## src/rtl/core/tclp_pkg.sv

```systemverilog
// Package for the train command line parser.
// Holds the parse phase type, character and code constants and the result record.
// No dependencies.
package tclp_pkg;

  localparam int NUM_SWITCHES = 32;
  localparam int SW_IDX_W     = (NUM_SWITCHES > 1) ? $clog2(NUM_SWITCHES) : 1;

  typedef enum logic [4:0] {
    PH_START, PH_T, PH_TR_SEP, PH_TR_B1, PH_TR_N1, PH_TR_B2, PH_TR_N2,
    PH_TR_TAIL, PH_R, PH_RV_SEP, PH_RV_B1, PH_RV_N, PH_RV_TAIL, PH_S,
    PH_SW_SEP, PH_SW_B1, PH_SW_ZERO, PH_SW_ZX, PH_SW_HEX9, PH_SW_DEC,
    PH_SW_SKIP, PH_SW_BLANK, PH_SW_TAIL, PH_Q_TAIL, PH_ERR
  } phase_t;

  localparam logic [2:0] KIND_INVALID = 3'd0;
  localparam logic [2:0] KIND_SPEED   = 3'd1;
  localparam logic [2:0] KIND_REVERSE = 3'd2;
  localparam logic [2:0] KIND_SWITCH  = 3'd3;
  localparam logic [2:0] KIND_QUIT    = 3'd4;

  localparam logic [7:0] CODE_REVERSE  = 8'd15;
  localparam logic [7:0] CODE_STRAIGHT = 8'd33;
  localparam logic [7:0] CODE_CURVED   = 8'd34;
  localparam logic [7:0] CODE_SOL_OFF  = 8'd32;
  localparam logic [7:0] HEX_SW_BASE   = 8'h99;
  localparam logic [7:0] HEX_POS_BASE  = 8'd19;

  localparam logic [7:0] CH_TAB = 8'h09;
  localparam logic [7:0] CH_LF  = 8'h0A;
  localparam logic [7:0] CH_CR  = 8'h0D;
  localparam logic [7:0] CH_SP  = 8'h20;
  localparam logic [7:0] CH_0   = 8'h30;
  localparam logic [7:0] CH_9   = 8'h39;
  localparam logic [7:0] CH_UA  = 8'h41;
  localparam logic [7:0] CH_UB  = 8'h42;
  localparam logic [7:0] CH_UC  = 8'h43;
  localparam logic [7:0] CH_US  = 8'h53;
  localparam logic [7:0] CH_Q   = 8'h71;
  localparam logic [7:0] CH_R   = 8'h72;
  localparam logic [7:0] CH_S   = 8'h73;
  localparam logic [7:0] CH_T   = 8'h74;
  localparam logic [7:0] CH_V   = 8'h76;
  localparam logic [7:0] CH_W   = 8'h77;
  localparam logic [7:0] CH_X   = 8'h78;

  typedef struct packed {
    logic [2:0] cmd_kind;
    logic [1:0] byte_count;
    logic [7:0] byte0;
    logic [7:0] byte1;
    logic [7:0] byte2;
    logic       switch_written;
    logic [7:0] switch_index;
    logic       switch_curved;
    logic       index_overflow;
  } res_t;

endpackage

```

## src/rtl/core/tclp_parse.sv

```systemverilog
// Parse state machine and switch direction table of the train command line parser.
// Consumes one character per step; flags and builds a result at CR or LF.
// Depends on tclp_pkg.
module tclp_parse (
  input  logic              clk,
  input  logic              rst_n,
  input  logic              step,
  input  logic [7:0]        ch,
  output logic              res_valid,
  output tclp_pkg::res_t    res
);

  tclp_pkg::phase_t ph_r, ph_nxt;
  logic [7:0] acc_r, acc_nxt;
  logic [7:0] first_r, first_nxt;
  logic [7:0] code_r, code_nxt;
  logic [7:0] pos_r, pos_nxt;
  logic [1:0] lws_r, lws_nxt;
  logic       table_r [tclp_pkg::NUM_SWITCHES];

  logic       wr_en;
  logic       wr_val;
  logic       blank, digit, skip, eol;
  logic       after_num, dir_hit, dir_curved;
  logic [11:0] acc_wide;
  logic [7:0] acc_step;
  logic [1:0] hex_k;

  assign blank = (ch == tclp_pkg::CH_SP) || (ch == tclp_pkg::CH_TAB);
  assign digit = (ch >= tclp_pkg::CH_0) && (ch <= tclp_pkg::CH_9);
  assign skip  = digit || (ch == tclp_pkg::CH_UA) || (ch == tclp_pkg::CH_UB) ||
                 (ch == tclp_pkg::CH_UC) || (ch == tclp_pkg::CH_X);
  assign eol   = (ch == tclp_pkg::CH_CR) || (ch == tclp_pkg::CH_LF);

  // acc * 10 + digit, saturating at 255
  assign acc_wide = {1'b0, acc_r, 3'b000} + {3'b000, acc_r, 1'b0} + {8'd0, ch[3:0]};
  assign acc_step = (acc_wide > 12'd255) ? 8'hFF : acc_wide[7:0];

  // '9' -> 0, 'A'..'C' -> 1..3 (low two bits of the letter)
  assign hex_k = (ch == tclp_pkg::CH_9) ? 2'd0 : ch[1:0];

  always_comb begin
    ph_nxt     = ph_r;
    acc_nxt    = acc_r;
    first_nxt  = first_r;
    code_nxt   = code_r;
    pos_nxt    = pos_r;
    lws_nxt    = lws_r;
    wr_en      = 1'b0;
    wr_val     = 1'b0;
    after_num  = 1'b0;
    dir_hit    = 1'b0;
    dir_curved = 1'b0;
    unique case (ph_r)
      tclp_pkg::PH_START: begin
        if (!blank) begin
          if (ch == tclp_pkg::CH_T)      ph_nxt = tclp_pkg::PH_T;
          else if (ch == tclp_pkg::CH_R) ph_nxt = tclp_pkg::PH_R;
          else if (ch == tclp_pkg::CH_S) ph_nxt = tclp_pkg::PH_S;
          else if (ch == tclp_pkg::CH_Q) ph_nxt = tclp_pkg::PH_Q_TAIL;
          else                           ph_nxt = tclp_pkg::PH_ERR;
        end
      end
      tclp_pkg::PH_T:
        ph_nxt = (ch == tclp_pkg::CH_R) ? tclp_pkg::PH_TR_SEP : tclp_pkg::PH_ERR;
      tclp_pkg::PH_R:
        ph_nxt = (ch == tclp_pkg::CH_V) ? tclp_pkg::PH_RV_SEP : tclp_pkg::PH_ERR;
      tclp_pkg::PH_S:
        ph_nxt = (ch == tclp_pkg::CH_W) ? tclp_pkg::PH_SW_SEP : tclp_pkg::PH_ERR;
      tclp_pkg::PH_TR_SEP: ph_nxt = blank ? tclp_pkg::PH_TR_B1 : tclp_pkg::PH_ERR;
      tclp_pkg::PH_RV_SEP: ph_nxt = blank ? tclp_pkg::PH_RV_B1 : tclp_pkg::PH_ERR;
      tclp_pkg::PH_SW_SEP: ph_nxt = blank ? tclp_pkg::PH_SW_B1 : tclp_pkg::PH_ERR;
      tclp_pkg::PH_TR_B1, tclp_pkg::PH_TR_B2, tclp_pkg::PH_RV_B1: begin
        if (!blank) begin
          if (digit) begin
            acc_nxt = acc_step;
            if (ph_r == tclp_pkg::PH_TR_B1)      ph_nxt = tclp_pkg::PH_TR_N1;
            else if (ph_r == tclp_pkg::PH_TR_B2) ph_nxt = tclp_pkg::PH_TR_N2;
            else                                 ph_nxt = tclp_pkg::PH_RV_N;
          end else begin
            ph_nxt = tclp_pkg::PH_ERR;
          end
        end
      end
      tclp_pkg::PH_TR_N1: begin
        if (digit) acc_nxt = acc_step;
        else if (blank) begin
          first_nxt = acc_r;
          acc_nxt   = 8'd0;
          ph_nxt    = tclp_pkg::PH_TR_B2;
        end else ph_nxt = tclp_pkg::PH_ERR;
      end
      tclp_pkg::PH_TR_N2, tclp_pkg::PH_RV_N: begin
        if (digit) acc_nxt = acc_step;
        else if (blank) begin
          ph_nxt = (ph_r == tclp_pkg::PH_TR_N2) ? tclp_pkg::PH_TR_TAIL
                                                : tclp_pkg::PH_RV_TAIL;
        end else ph_nxt = tclp_pkg::PH_ERR;
      end
      tclp_pkg::PH_TR_TAIL, tclp_pkg::PH_RV_TAIL, tclp_pkg::PH_SW_TAIL,
      tclp_pkg::PH_Q_TAIL: begin
        if (!blank) ph_nxt = tclp_pkg::PH_ERR;
      end
      tclp_pkg::PH_SW_B1: begin
        if (!blank) begin
          if (digit) begin
            acc_nxt = acc_step;
            ph_nxt  = (ch == tclp_pkg::CH_0) ? tclp_pkg::PH_SW_ZERO : tclp_pkg::PH_SW_DEC;
          end else ph_nxt = tclp_pkg::PH_ERR;
        end
      end
      tclp_pkg::PH_SW_ZERO: begin
        if (ch == tclp_pkg::CH_X) begin
          first_nxt = acc_r;
          pos_nxt   = acc_r;
          ph_nxt    = tclp_pkg::PH_SW_ZX;
        end else if (digit) begin
          acc_nxt = acc_step;
          ph_nxt  = tclp_pkg::PH_SW_DEC;
        end else begin
          first_nxt = acc_r;
          pos_nxt   = acc_r;
          after_num = 1'b1;
        end
      end
      tclp_pkg::PH_SW_ZX: begin
        if (ch == tclp_pkg::CH_9) ph_nxt = tclp_pkg::PH_SW_HEX9;
        else after_num = 1'b1;
      end
      tclp_pkg::PH_SW_HEX9: begin
        if ((ch == tclp_pkg::CH_9) || (ch == tclp_pkg::CH_UA) ||
            (ch == tclp_pkg::CH_UB) || (ch == tclp_pkg::CH_UC)) begin
          first_nxt = tclp_pkg::HEX_SW_BASE + {6'd0, hex_k};
          pos_nxt   = tclp_pkg::HEX_POS_BASE + {6'd0, hex_k};
          ph_nxt    = tclp_pkg::PH_SW_SKIP;
        end else ph_nxt = tclp_pkg::PH_ERR;
      end
      tclp_pkg::PH_SW_DEC: begin
        if (digit) acc_nxt = acc_step;
        else begin
          first_nxt = acc_r;
          pos_nxt   = acc_r;
          after_num = 1'b1;
        end
      end
      tclp_pkg::PH_SW_SKIP: after_num = 1'b1;
      tclp_pkg::PH_SW_BLANK: begin
        if (!blank) begin
          if (ch == tclp_pkg::CH_US) dir_hit = 1'b1;
          else if (ch == tclp_pkg::CH_UC) begin
            dir_hit    = 1'b1;
            dir_curved = 1'b1;
          end else ph_nxt = tclp_pkg::PH_ERR;
        end
      end
      default: ph_nxt = tclp_pkg::PH_ERR;
    endcase

    if (after_num) begin
      if (ch == tclp_pkg::CH_US) dir_hit = 1'b1;
      else if (blank)            ph_nxt = tclp_pkg::PH_SW_BLANK;
      else if (skip)             ph_nxt = tclp_pkg::PH_SW_SKIP;
      else                       ph_nxt = tclp_pkg::PH_ERR;
    end

    if (dir_hit) begin
      code_nxt = dir_curved ? tclp_pkg::CODE_CURVED : tclp_pkg::CODE_STRAIGHT;
      if ({1'b0, pos_nxt} < 9'(tclp_pkg::NUM_SWITCHES)) begin
        wr_en   = 1'b1;
        wr_val  = dir_curved;
        lws_nxt = {lws_r[1], 1'b1};
      end else begin
        lws_nxt = {1'b1, lws_r[0]};
      end
      ph_nxt = tclp_pkg::PH_SW_TAIL;
    end
  end

  assign res_valid = eol;

  always_comb begin
    res = '0;
    unique case (ph_r)
      tclp_pkg::PH_TR_N2, tclp_pkg::PH_TR_TAIL: begin
        res.cmd_kind   = tclp_pkg::KIND_SPEED;
        res.byte_count = 2'd2;
        res.byte0      = acc_r;
        res.byte1      = first_r;
      end
      tclp_pkg::PH_RV_N, tclp_pkg::PH_RV_TAIL: begin
        res.cmd_kind   = tclp_pkg::KIND_REVERSE;
        res.byte_count = 2'd2;
        res.byte0      = tclp_pkg::CODE_REVERSE;
        res.byte1      = acc_r;
      end
      tclp_pkg::PH_SW_TAIL: begin
        res.cmd_kind   = tclp_pkg::KIND_SWITCH;
        res.byte_count = 2'd3;
        res.byte0      = code_r;
        res.byte1      = first_r;
        res.byte2      = tclp_pkg::CODE_SOL_OFF;
      end
      tclp_pkg::PH_Q_TAIL: res.cmd_kind = tclp_pkg::KIND_QUIT;
      default: res.cmd_kind = tclp_pkg::KIND_INVALID;
    endcase
    res.switch_written = lws_r[0];
    res.switch_index   = (lws_r != 2'd0) ? pos_r : 8'd0;
    res.switch_curved  = lws_r[0] ? table_r[pos_r[tclp_pkg::SW_IDX_W-1:0]] : 1'b0;
    res.index_overflow = lws_r[1];
  end

  always_ff @(posedge clk) begin
    if (!rst_n) begin
      ph_r    <= tclp_pkg::PH_START;
      acc_r   <= 8'd0;
      first_r <= 8'd0;
      code_r  <= 8'd0;
      pos_r   <= 8'd0;
      lws_r   <= 2'd0;
      for (int i = 0; i < tclp_pkg::NUM_SWITCHES; i++) table_r[i] <= 1'b0;
    end else if (step) begin
      if (eol) begin
        ph_r    <= tclp_pkg::PH_START;
        acc_r   <= 8'd0;
        first_r <= 8'd0;
        code_r  <= 8'd0;
        pos_r   <= 8'd0;
        lws_r   <= 2'd0;
      end else begin
        ph_r    <= ph_nxt;
        acc_r   <= acc_nxt;
        first_r <= first_nxt;
        code_r  <= code_nxt;
        pos_r   <= pos_nxt;
        lws_r   <= lws_nxt;
        if (wr_en) table_r[pos_nxt[tclp_pkg::SW_IDX_W-1:0]] <= wr_val;
      end
    end
  end

endmodule

```

## src/rtl/core/train_command_line_parser.sv

```systemverilog
// Top level of the train command line parser.
// Input character register, parser instance and result register.
// Depends on tclp_pkg and tclp_parse.
//
// Usage:
//   in_*  : one ASCII character per transfer in in_tdata.
//   out_* : one result per CR or LF character; other characters give none.
//           out_tuser carries the command kind, out_tdata the bytes and
//           switch table status.
// Timing: a character in the input register is parsed when it advances, which
//   also loads a line result into the result register and raises out_tvalid;
//   the result then transfers when out_tready is high.
// Throughput: one character per cycle while no line terminator waits on a
//   stalled result; the parse step lies between the input and result registers.
// Reset: parse state returns to line start, all switches to straight, both
//   registers empty.
// Stall: while a result waits on out_tready, non-terminator characters keep
//   flowing; a line terminator waits in the input register, and in_tready
//   drops only once that register is also occupied.
module train_command_line_parser (
  input  logic        clk,
  input  logic        rst_n,
  input  logic        in_tvalid,
  output logic        in_tready,
  input  logic [7:0]  in_tdata,   // [7:0] ch
  output logic        out_tvalid,
  input  logic        out_tready,
  output logic [39:0] out_tdata,  // [1:0] byte_count, [9:2] byte0, [17:10] byte1,
                                  // [25:18] byte2, [26] switch_written,
                                  // [34:27] switch_index, [35] switch_curved,
                                  // [36] index_overflow, [39:37] zero
  output logic [2:0]  out_tuser   // [2:0] cmd_kind
);

  logic           in_valid_r;
  logic [7:0]     ch_r;
  logic           out_valid_r, out_valid_nxt;
  tclp_pkg::res_t res_r;
  tclp_pkg::res_t res;
  logic           res_valid;
  logic           advance;
  logic           load;

  tclp_parse u_parse (
    .clk       (clk),
    .rst_n     (rst_n),
    .step      (advance),
    .ch        (ch_r),
    .res_valid (res_valid),
    .res       (res)
  );

  assign advance   = in_valid_r && (!res_valid || !out_valid_r || out_tready);
  assign load      = advance && res_valid;
  assign in_tready = !in_valid_r || advance;

  always_ff @(posedge clk) begin
    if (!rst_n) begin
      in_valid_r <= 1'b0;
    end else if (in_tready) begin
      in_valid_r <= in_tvalid;
    end
  end

  always_ff @(posedge clk) begin
    if (in_tready && in_tvalid) ch_r <= in_tdata;
  end

  assign out_valid_nxt = load ? 1'b1 : (out_tready ? 1'b0 : out_valid_r);

  always_ff @(posedge clk) begin
    if (!rst_n) begin
      out_valid_r <= 1'b0;
    end else begin
      out_valid_r <= out_valid_nxt;
    end
  end

  always_ff @(posedge clk) begin
    if (load) res_r <= res;
  end

  assign out_tvalid = out_valid_r;
  assign out_tuser  = res_r.cmd_kind;
  assign out_tdata  = {3'b000, res_r.index_overflow, res_r.switch_curved,
                       res_r.switch_index, res_r.switch_written, res_r.byte2,
                       res_r.byte1, res_r.byte0, res_r.byte_count};

  a_invalid_no_bytes: assert property (@(posedge clk) disable iff (!rst_n)
    out_valid_r && (res_r.cmd_kind == tclp_pkg::KIND_INVALID) |-> res_r.byte_count == 2'd0)
    else $error("invalid result carries bytes");

  a_write_xor_overflow: assert property (@(posedge clk) disable iff (!rst_n)
    out_valid_r |-> !(res_r.switch_written && res_r.index_overflow))
    else $error("switch written and overflow on the same line");

  a_switch_bytes: assert property (@(posedge clk) disable iff (!rst_n)
    out_valid_r && (res_r.cmd_kind == tclp_pkg::KIND_SWITCH) |->
      (res_r.byte_count == 2'd3) && (res_r.byte2 == tclp_pkg::CODE_SOL_OFF))
    else $error("switch result malformed");

  a_hold_on_stall: assert property (@(posedge clk) disable iff (!rst_n)
    in_valid_r && res_valid && out_valid_r && !out_tready |=> in_valid_r && $stable(ch_r))
    else $error("terminator dropped while result stalled");

endmodule
```

## config.mk

```make
export PLATFORM = sky130hd
export DESIGN_NAME = train_command_line_parser
export DESIGN_NICKNAME = d
export VERILOG_FILES = /design/src/rtl/core/tclp_pkg.sv /design/src/rtl/core/tclp_parse.sv /design/src/rtl/core/train_command_line_parser.sv
export SDC_FILE = /design/constraint.sdc
export NUM_CORES = 1
export LEC_CHECK = 0
export ABC_AREA = 1
export BUFFER_PORTS_ARGS = -buffer_cell sky130_fd_sc_hd__buf_2
export CELL_PAD_IN_SITES_DETAIL_PLACEMENT = 0
export CELL_PAD_IN_SITES_GLOBAL_PLACEMENT = 1
export CORE_AREA = 3 3 176 178
export CTS_CLUSTER_SIZE = 28
export DETAILED_ROUTE_END_ITERATION = 10
export DIE_AREA = 0 0 179 181
export GPL_ROUTABILITY_DRIVEN = 0
export PLACE_DENSITY = 0.54
export SYNTH_ARGS = -nofsm -noshare
export SYNTH_HDL_FRONTEND = slang
export SYNTH_SLANG_ARGS = --single-unit
```

## constraint.sdc

```tcl
create_clock -name clk -period 4.2 [get_ports clk]
set_input_delay 0.42 -clock clk [delete_from_list [all_inputs] [get_ports clk]]
set_output_delay 0.42 -clock clk [all_outputs]
set_load 0.1 [all_outputs]
```

## Word level (Yosys, flattened, before mapping)

Memory sizes are Yosys's and may differ from the RTL's. A register that Yosys moved wholly into a read port is not among the register bits.
Index checks and enable logic that the tools add are counted.
W data, S select, Z words.

- Bits in read-only memories: 0
- Output and inout bits: 45
- Bits in registers: 88
- RAM bits: 32
- Bits in latches: 0
- Logic and storage cells: 211
- Memories kept: 1
- Input port bits: 12

Memories:

| memory | words | bits a word | read ports | clocked after Yosys merged registers in | wr ports | line | RTL |
|---|---|---|---|---|---|---|---|
| u_parse.table_r | 32 | 1 | 1 | 1 | 32 | tclp_parse.sv:19 | `logic table_r [tclp_pkg::NUM_SWITCHES];` |

- Multiplexer cells: 96
- Add/sub/neg operators: 4
- Multipliers: 0
- Bitwise logic cells: 0
- Reductions and logical operators: 41
- Shift operators: 0
- Divide/modulo/power cells: 0
- Equal/unequal tests: 47
- Order comparisons: 4

Operators by type and width:

| cell | count |
|---|---|
| $mux W5 | 32 |
| $mux W8 | 19 |
| $eq A8 B7 Y1 const B | 11 |
| $pmux W5 S17 | 1 |
| $pmux W8 S4 | 2 |
| $pmux W18 S3 | 1 |
| $eq A5 B4 Y1 const B | 8 |
| $eq A5 B5 Y1 const B | 8 |
| $mux W1 | 26 |
| $eq A8 B4 Y1 const B | 3 |
| $eq A8 B6 Y1 const B | 3 |
| $pmux W8 S3 | 1 |
| $eq A5 B3 Y1 const B | 4 |
| $mux W4 | 5 |
| $add A11 B9 Y12 | 1 |
| $add A12 B4 Y12 | 1 |
| $gt A12 B8 Y1 const B | 1 |
| $logic_or A1 B1 Y1 | 12 |
| $mux W2 | 6 |
| $pmux W3 S4 | 1 |
| $eq A5 B2 Y1 const B | 2 |
| $reduce_and A5 Y1 | 2 |
| $reduce_bool A5 Y1 | 2 |
| $ne A3 B3 Y1 const B | 3 |
| 21 further kinds | 37 |

## Longest topological paths before layout

- Depth in word-level cells: 16
- Mapped depth: 21
- Gate-level depth less buffers: 21

## Modules after synthesis

From an unflattened synthesis, not the netlist that was laid out.

- Cell total of the unflattened synthesis: 1092
- Area total of the unflattened synthesis: 7453.4 um2

Modules (own cells, without submodules):

| module | area each (um2) | cells each | times used |
|---|---|---|---|
| tclp_parse | 5866.9 | 1022 | 1 |
| train_command_line_parser | 1586.5 | 70 | 1 |

## Least setup slack after synthesis

No wires, ideal clock.

- Kind: register -> register
- Start point: register out_valid_r, in the netlist out_tvalid
- End point: register ch_r[0] (enable)
- Period minus slack after synthesis: 2.972 ns
- Data arrival time: 2.691 ns
- Buffers on the path: 0
- Cell stages (with the launch flop): 4
- Required time: 3.919 ns
- Setup slack: 1.228 ns
- Library setup time: 0.281 ns
- Cells stage by stage: dfxtp_1 nand4_1 nand2_1 inv_1

- Longest elaborated chain between the ends: 6

Ends and longest elaborated chain:

| element | line | RTL |
|---|---|---|
| start: declaration | train_command_line_parser.sv:37 | `logic out_valid_r, out_valid_nxt;` |
| start signal: assignment | train_command_line_parser.sv:75 | `out_valid_r <= out_valid_nxt;` |
| $logic_not A1 Y1 | train_command_line_parser.sv:53 | `assign advance = in_valid_r && (!res_valid \|\| !out_valid_r \|\| out_tready);` |
| $logic_or A1 B1 Y1 (2 in a row) | train_command_line_parser.sv:53 |  |
| $logic_and A1 B1 Y1 | train_command_line_parser.sv:53 |  |
| $logic_or A1 B1 Y1 | train_command_line_parser.sv:55 | `assign in_tready = !in_valid_r \|\| advance;` |
| via in_tready | train_command_line_parser.sv:24 | `output logic in_tready,` |
| $logic_and A1 B1 Y1 | train_command_line_parser.sv:66 | `if (in_tready && in_tvalid) ch_r <= in_tdata;` |
| end signal: assignment | train_command_line_parser.sv:66 |  |
| end: declaration | train_command_line_parser.sv:36 | `logic [7:0] ch_r;` |

The timed path passes the listed nets, and every way through them passes these cells.
A chain may end at the register's enable or synchronous reset.

==> flow_summary.yaml <==
floorplanning:
  coreArea_um2: 29600
  fp.dieW_um: 179
  die_area_um2: 32400
  placementRows: 63
  initial_core_util_pct: 25.0
  die_h_um: 181
  num_io_pins: 57
grt:
  grt_pass1_wl_um: 41000
  grt_use_total_pct: 16.2
  grt_max_degree: 97
  grt_overflow: 0
  antenna_found_initial: 0
  first_global_vias: 7150
timing:
  maxSlewHeadroom_pct: 34.1
  rsz0062_at_grt: "no"
  finalHoldViolCount: 0
  fin_crit_ns: 3.20
  slew_violations: 0
  max_freq_mhz: 313
  finalSetupTns_ns: 0
  setup_viol: 0
  worst_clock_skew_ns: 0.0155
  worst_pin_slew_ns: 0.984
  fin_crit_sh_pct: 76.1
  fin_ws_ns: 1.00
run_status:
  outcome: "completed"
routing:
  route.detailed.drc: 0
  drt-initial-drc-count: 590
  routedWlPerCell_um: 17.0
  ant_nets: 0
  first_pass_iters: 5
  routed_via_density: 4.83
  num_vias: 7347
  drt_wl_total_um: 25800
critical_path:
  arrival_ns: 3.46
  path_cells: "nor2_2 -> nand2_2 -> nor2_2 -> nand2_1 -> inv_1 -> a21oi_1 -> nand2_1 -> nand2_1 -> nand2_1 -> nand4_4 -> nor2_8 -> nand3_1 -> nand2_1 -> nand2_1"
  reg2reg_to: "u_parse.table_r[30]$_DFF_P_"
  path_class: "register to register"
  cpPeakStageDelay_ns: 0.55
  worstSetupEndpointType: "register"
  worstRegToRegCells: 14
  r2r_setup_slack_ns: 1.00
  crit_start: "u_parse.ph_r[0]$_SDFFE_PN0P_"
  timing.rr.start: "u_parse.ph_r[0]$_SDFFE_PN0P_"
  worst-endpoint-required_ns: 4.46
  cp-start-kind: "register"
  cpMaxStageDelayCell: "nor2_8"
  crit_path_max_fanout: 53
  cp_common_cell: "nand2_1"
  crit_end: "u_parse.table_r[30]$_DFF_P_"
final_layout:
  fin_cells: 1521
  antenna-diode-count: 0
  nets: 1157
  fin_area_um2: 8250
  drive_gt1_share_pct: 11.4
  syn_to_final_growth_pct: 11.6
power:
  vdd_drop_max_v: 0.000177
  p_comb_share_pct: 12.8
  p_int_mw: 1.64
  power.switching_mw: 0.680
  power_frac_seq_pct: 47.8
  powerDensity_nw_per_um2: 281
  leakage_nw: 3.81
  switching_share_pct: 29.4
  clockPowerShare_pct: 39.4
synthesis:
  syn_area_per_cell_um2: 6.72
  synth_top_area_share_pct: 18.4
  yosysUniqueCellTypes: 47
  ys.flop_type: "dfxtp_1"
  synth_seq_area_share_pct: 34.7
  yosysMostFrequentCell: "nand2_1"
  ys_ff_latch: 108
  ys_top_cells_by_count: "288 x nand2_1, 144 x nor2_1, 102 x inv_1"
  ys_warn_count: 0
  synthTopCellsByArea: "dfxtp_1 18%, edfxtp_1 16%, nand2_1 15%"
  async_flop_share_pct: 0
  netlist_area_um2: 7390
  synth_edf_count: 40
  yosysTopAreaCell: "dfxtp_1"
  synth_cells: 1100
clock_tree:
  root_buffer: "clkbuf_16"
  postCtsSetupBuffers: 0
  hold_buffers: 0
  clkTransAtPathRegs_ns: 0.08
  cts_tree: "yes"
  insertion_delay_ns: 0.37
  htree_levels: 3
  cts_sinks: 108
  cts_buffers: 9
  clock_path_buffers: 2
  post_cts_resized: 0
place:
  portBuffers: 46
  post_dp_cell_area_um2: 7950
  hpwl_um: 19000
  dp_cells: 1505
  dp_slack_ns: 0.969
worst_hold_path:
  hold_path_class: "input pin to register"
run:
  maxCapViolations: 0
[layer usage]
layer	global-route usage, %	vias up	part of all wire (%)
li1	-	3706	-
met1	23.8	3365	50
met2	24.3	227	42
met3	2.31	49	5.0
met4	4.80	0	2.6
met5	0	-	0
[flip-flops by register name, indices dropped and copies added, names as in the netlist]
name / flops
u_parse.code_r: 3
u_parse.lws_r: 2
out_tvalid: 1
ch_r: 8
u_parse.first_r: 8
in_valid_r: 1
u_parse.ph_r: 5
u_parse.pos_r: 8
u_parse.table_r: 32
out_tuser: 3
u_parse.acc_r: 8
out_tdata: 29
[metrics by stage]
step	power (mW)	utilization, %	hold WS [ns]
after floorplan	1.36	-	0.431
after global placement	1.43	26.9	0.490
after detailed placement	1.43	26.9	0.501
after CTS	2.34	27.9	0.208
after global routing	2.41	27.9	0.213
final	2.32	27.9	0.220
[area by class of cell]
class / count / area (um2)
Clock buffer: 10 / 239
Clock inverter: 6 / 62.6
Fill cell: 3337 / 21300
Inverter: 121 / 455
Multi-Input combinational cell: 824 / 4090
Sequential cell: 108 / 2560
Tap cell: 390 / 488
Timing Repair Buffer: 62 / 350
[power by group through the flow]
stage	Sequential, mW	Clock, mW	Combinational [mW]
after floorplan	1.13	0	0.227
after global placement	1.13	0	0.299
after detailed placement	1.13	0	0.294
after CTS	1.11	0.934	0.295
after global routing	1.11	0.971	0.330
final	1.11	0.912	0.297
[worst min path at each step]
stage	startpoint	end	slack, ns	cells past startpoint
2_1_floorplan	u_parse.lws_r[1]$_SDFFE_PN0P_	out_tdata[36]$_DFFE_PP_	0.43	0
3_3_place_gp	u_parse.code_r[1]$_SDFFE_PN0P_	u_parse.code_r[1]$_SDFFE_PN0P_	0.49	2
3_5_place_dp	u_parse.code_r[1]$_SDFFE_PN0P_	u_parse.code_r[1]$_SDFFE_PN0P_	0.50	2
4_1_cts	in_tdata[0]	ch_r[0]$_DFFE_PP_	0.21	1
5_1_grt	in_tdata[0]	ch_r[0]$_DFFE_PP_	0.21	1
6_report	in_tdata[0]	ch_r[0]$_DFFE_PP_	0.22	1
[layout by cell type (no fill, tap or decap), types with 2 or more instances in the layout]
master / synthesis / routed
edfxtp_1: 40 / 40
a31oi_1: 2 / 2
dfxtp_1: 68 / 68
nor2_1: 144 / 144
nor3_1: 7 / 7
o21ai_1: 6 / 6
o21ai_0: 59 / 59
conb_1: 1 / 10
clkinv_2: 1 / 3
inv_2: 15 / 15
nand2_2: 11 / 11
clkinv_1: 3 / 4
nor2_2: 9 / 9
nand4_1: 60 / 60
nor2_4: 6 / 6
clkbuf_16: 0 / 9
xnor2_1: 3 / 3
o211ai_1: 16 / 16
o22ai_1: 4 / 4
o2111ai_1: 2 / 2
fa_1: 2 / 2
o32ai_1: 7 / 7
buf_2: 13 / 46
buf_4: 17 / 16
o221ai_1: 8 / 8
a21oi_1: 45 / 45
nand3_1: 98 / 98
inv_1: 102 / 102
o21a_1: 2 / 2
ha_1: 17 / 17
nand3_2: 3 / 3
nand2_1: 288 / 288
nand3b_1: 3 / 3
[kinds of logic (layout without fill, tap and decap cells)]
family,after synthesis,in the layout,share of synthesized area (%)
AOI/OAI and AO/OA,155,155,12.3
xor gates and xnor gates,4,4,0.474
and+or+nand+nor,636,636,38.7
other,1,10,0.0507
adders and majority gates,19,19,3.42
DFF,108,108,34.7
buffers and inverters,177,199,10.4
[critical path: cells and delay by family, from the launching register on]
| kind | cells | cell delay [ns] |
|---|---|---|
| AND/OR/NAND/NOR | 12 | 2.52 |
| flip-flops | 1 | 0.33 |
| buffers and inverters | 1 | 0.13 |
| AO/OA/AOI/OAI | 1 | 0.09 |
Power figures use the tool's default switching activity.
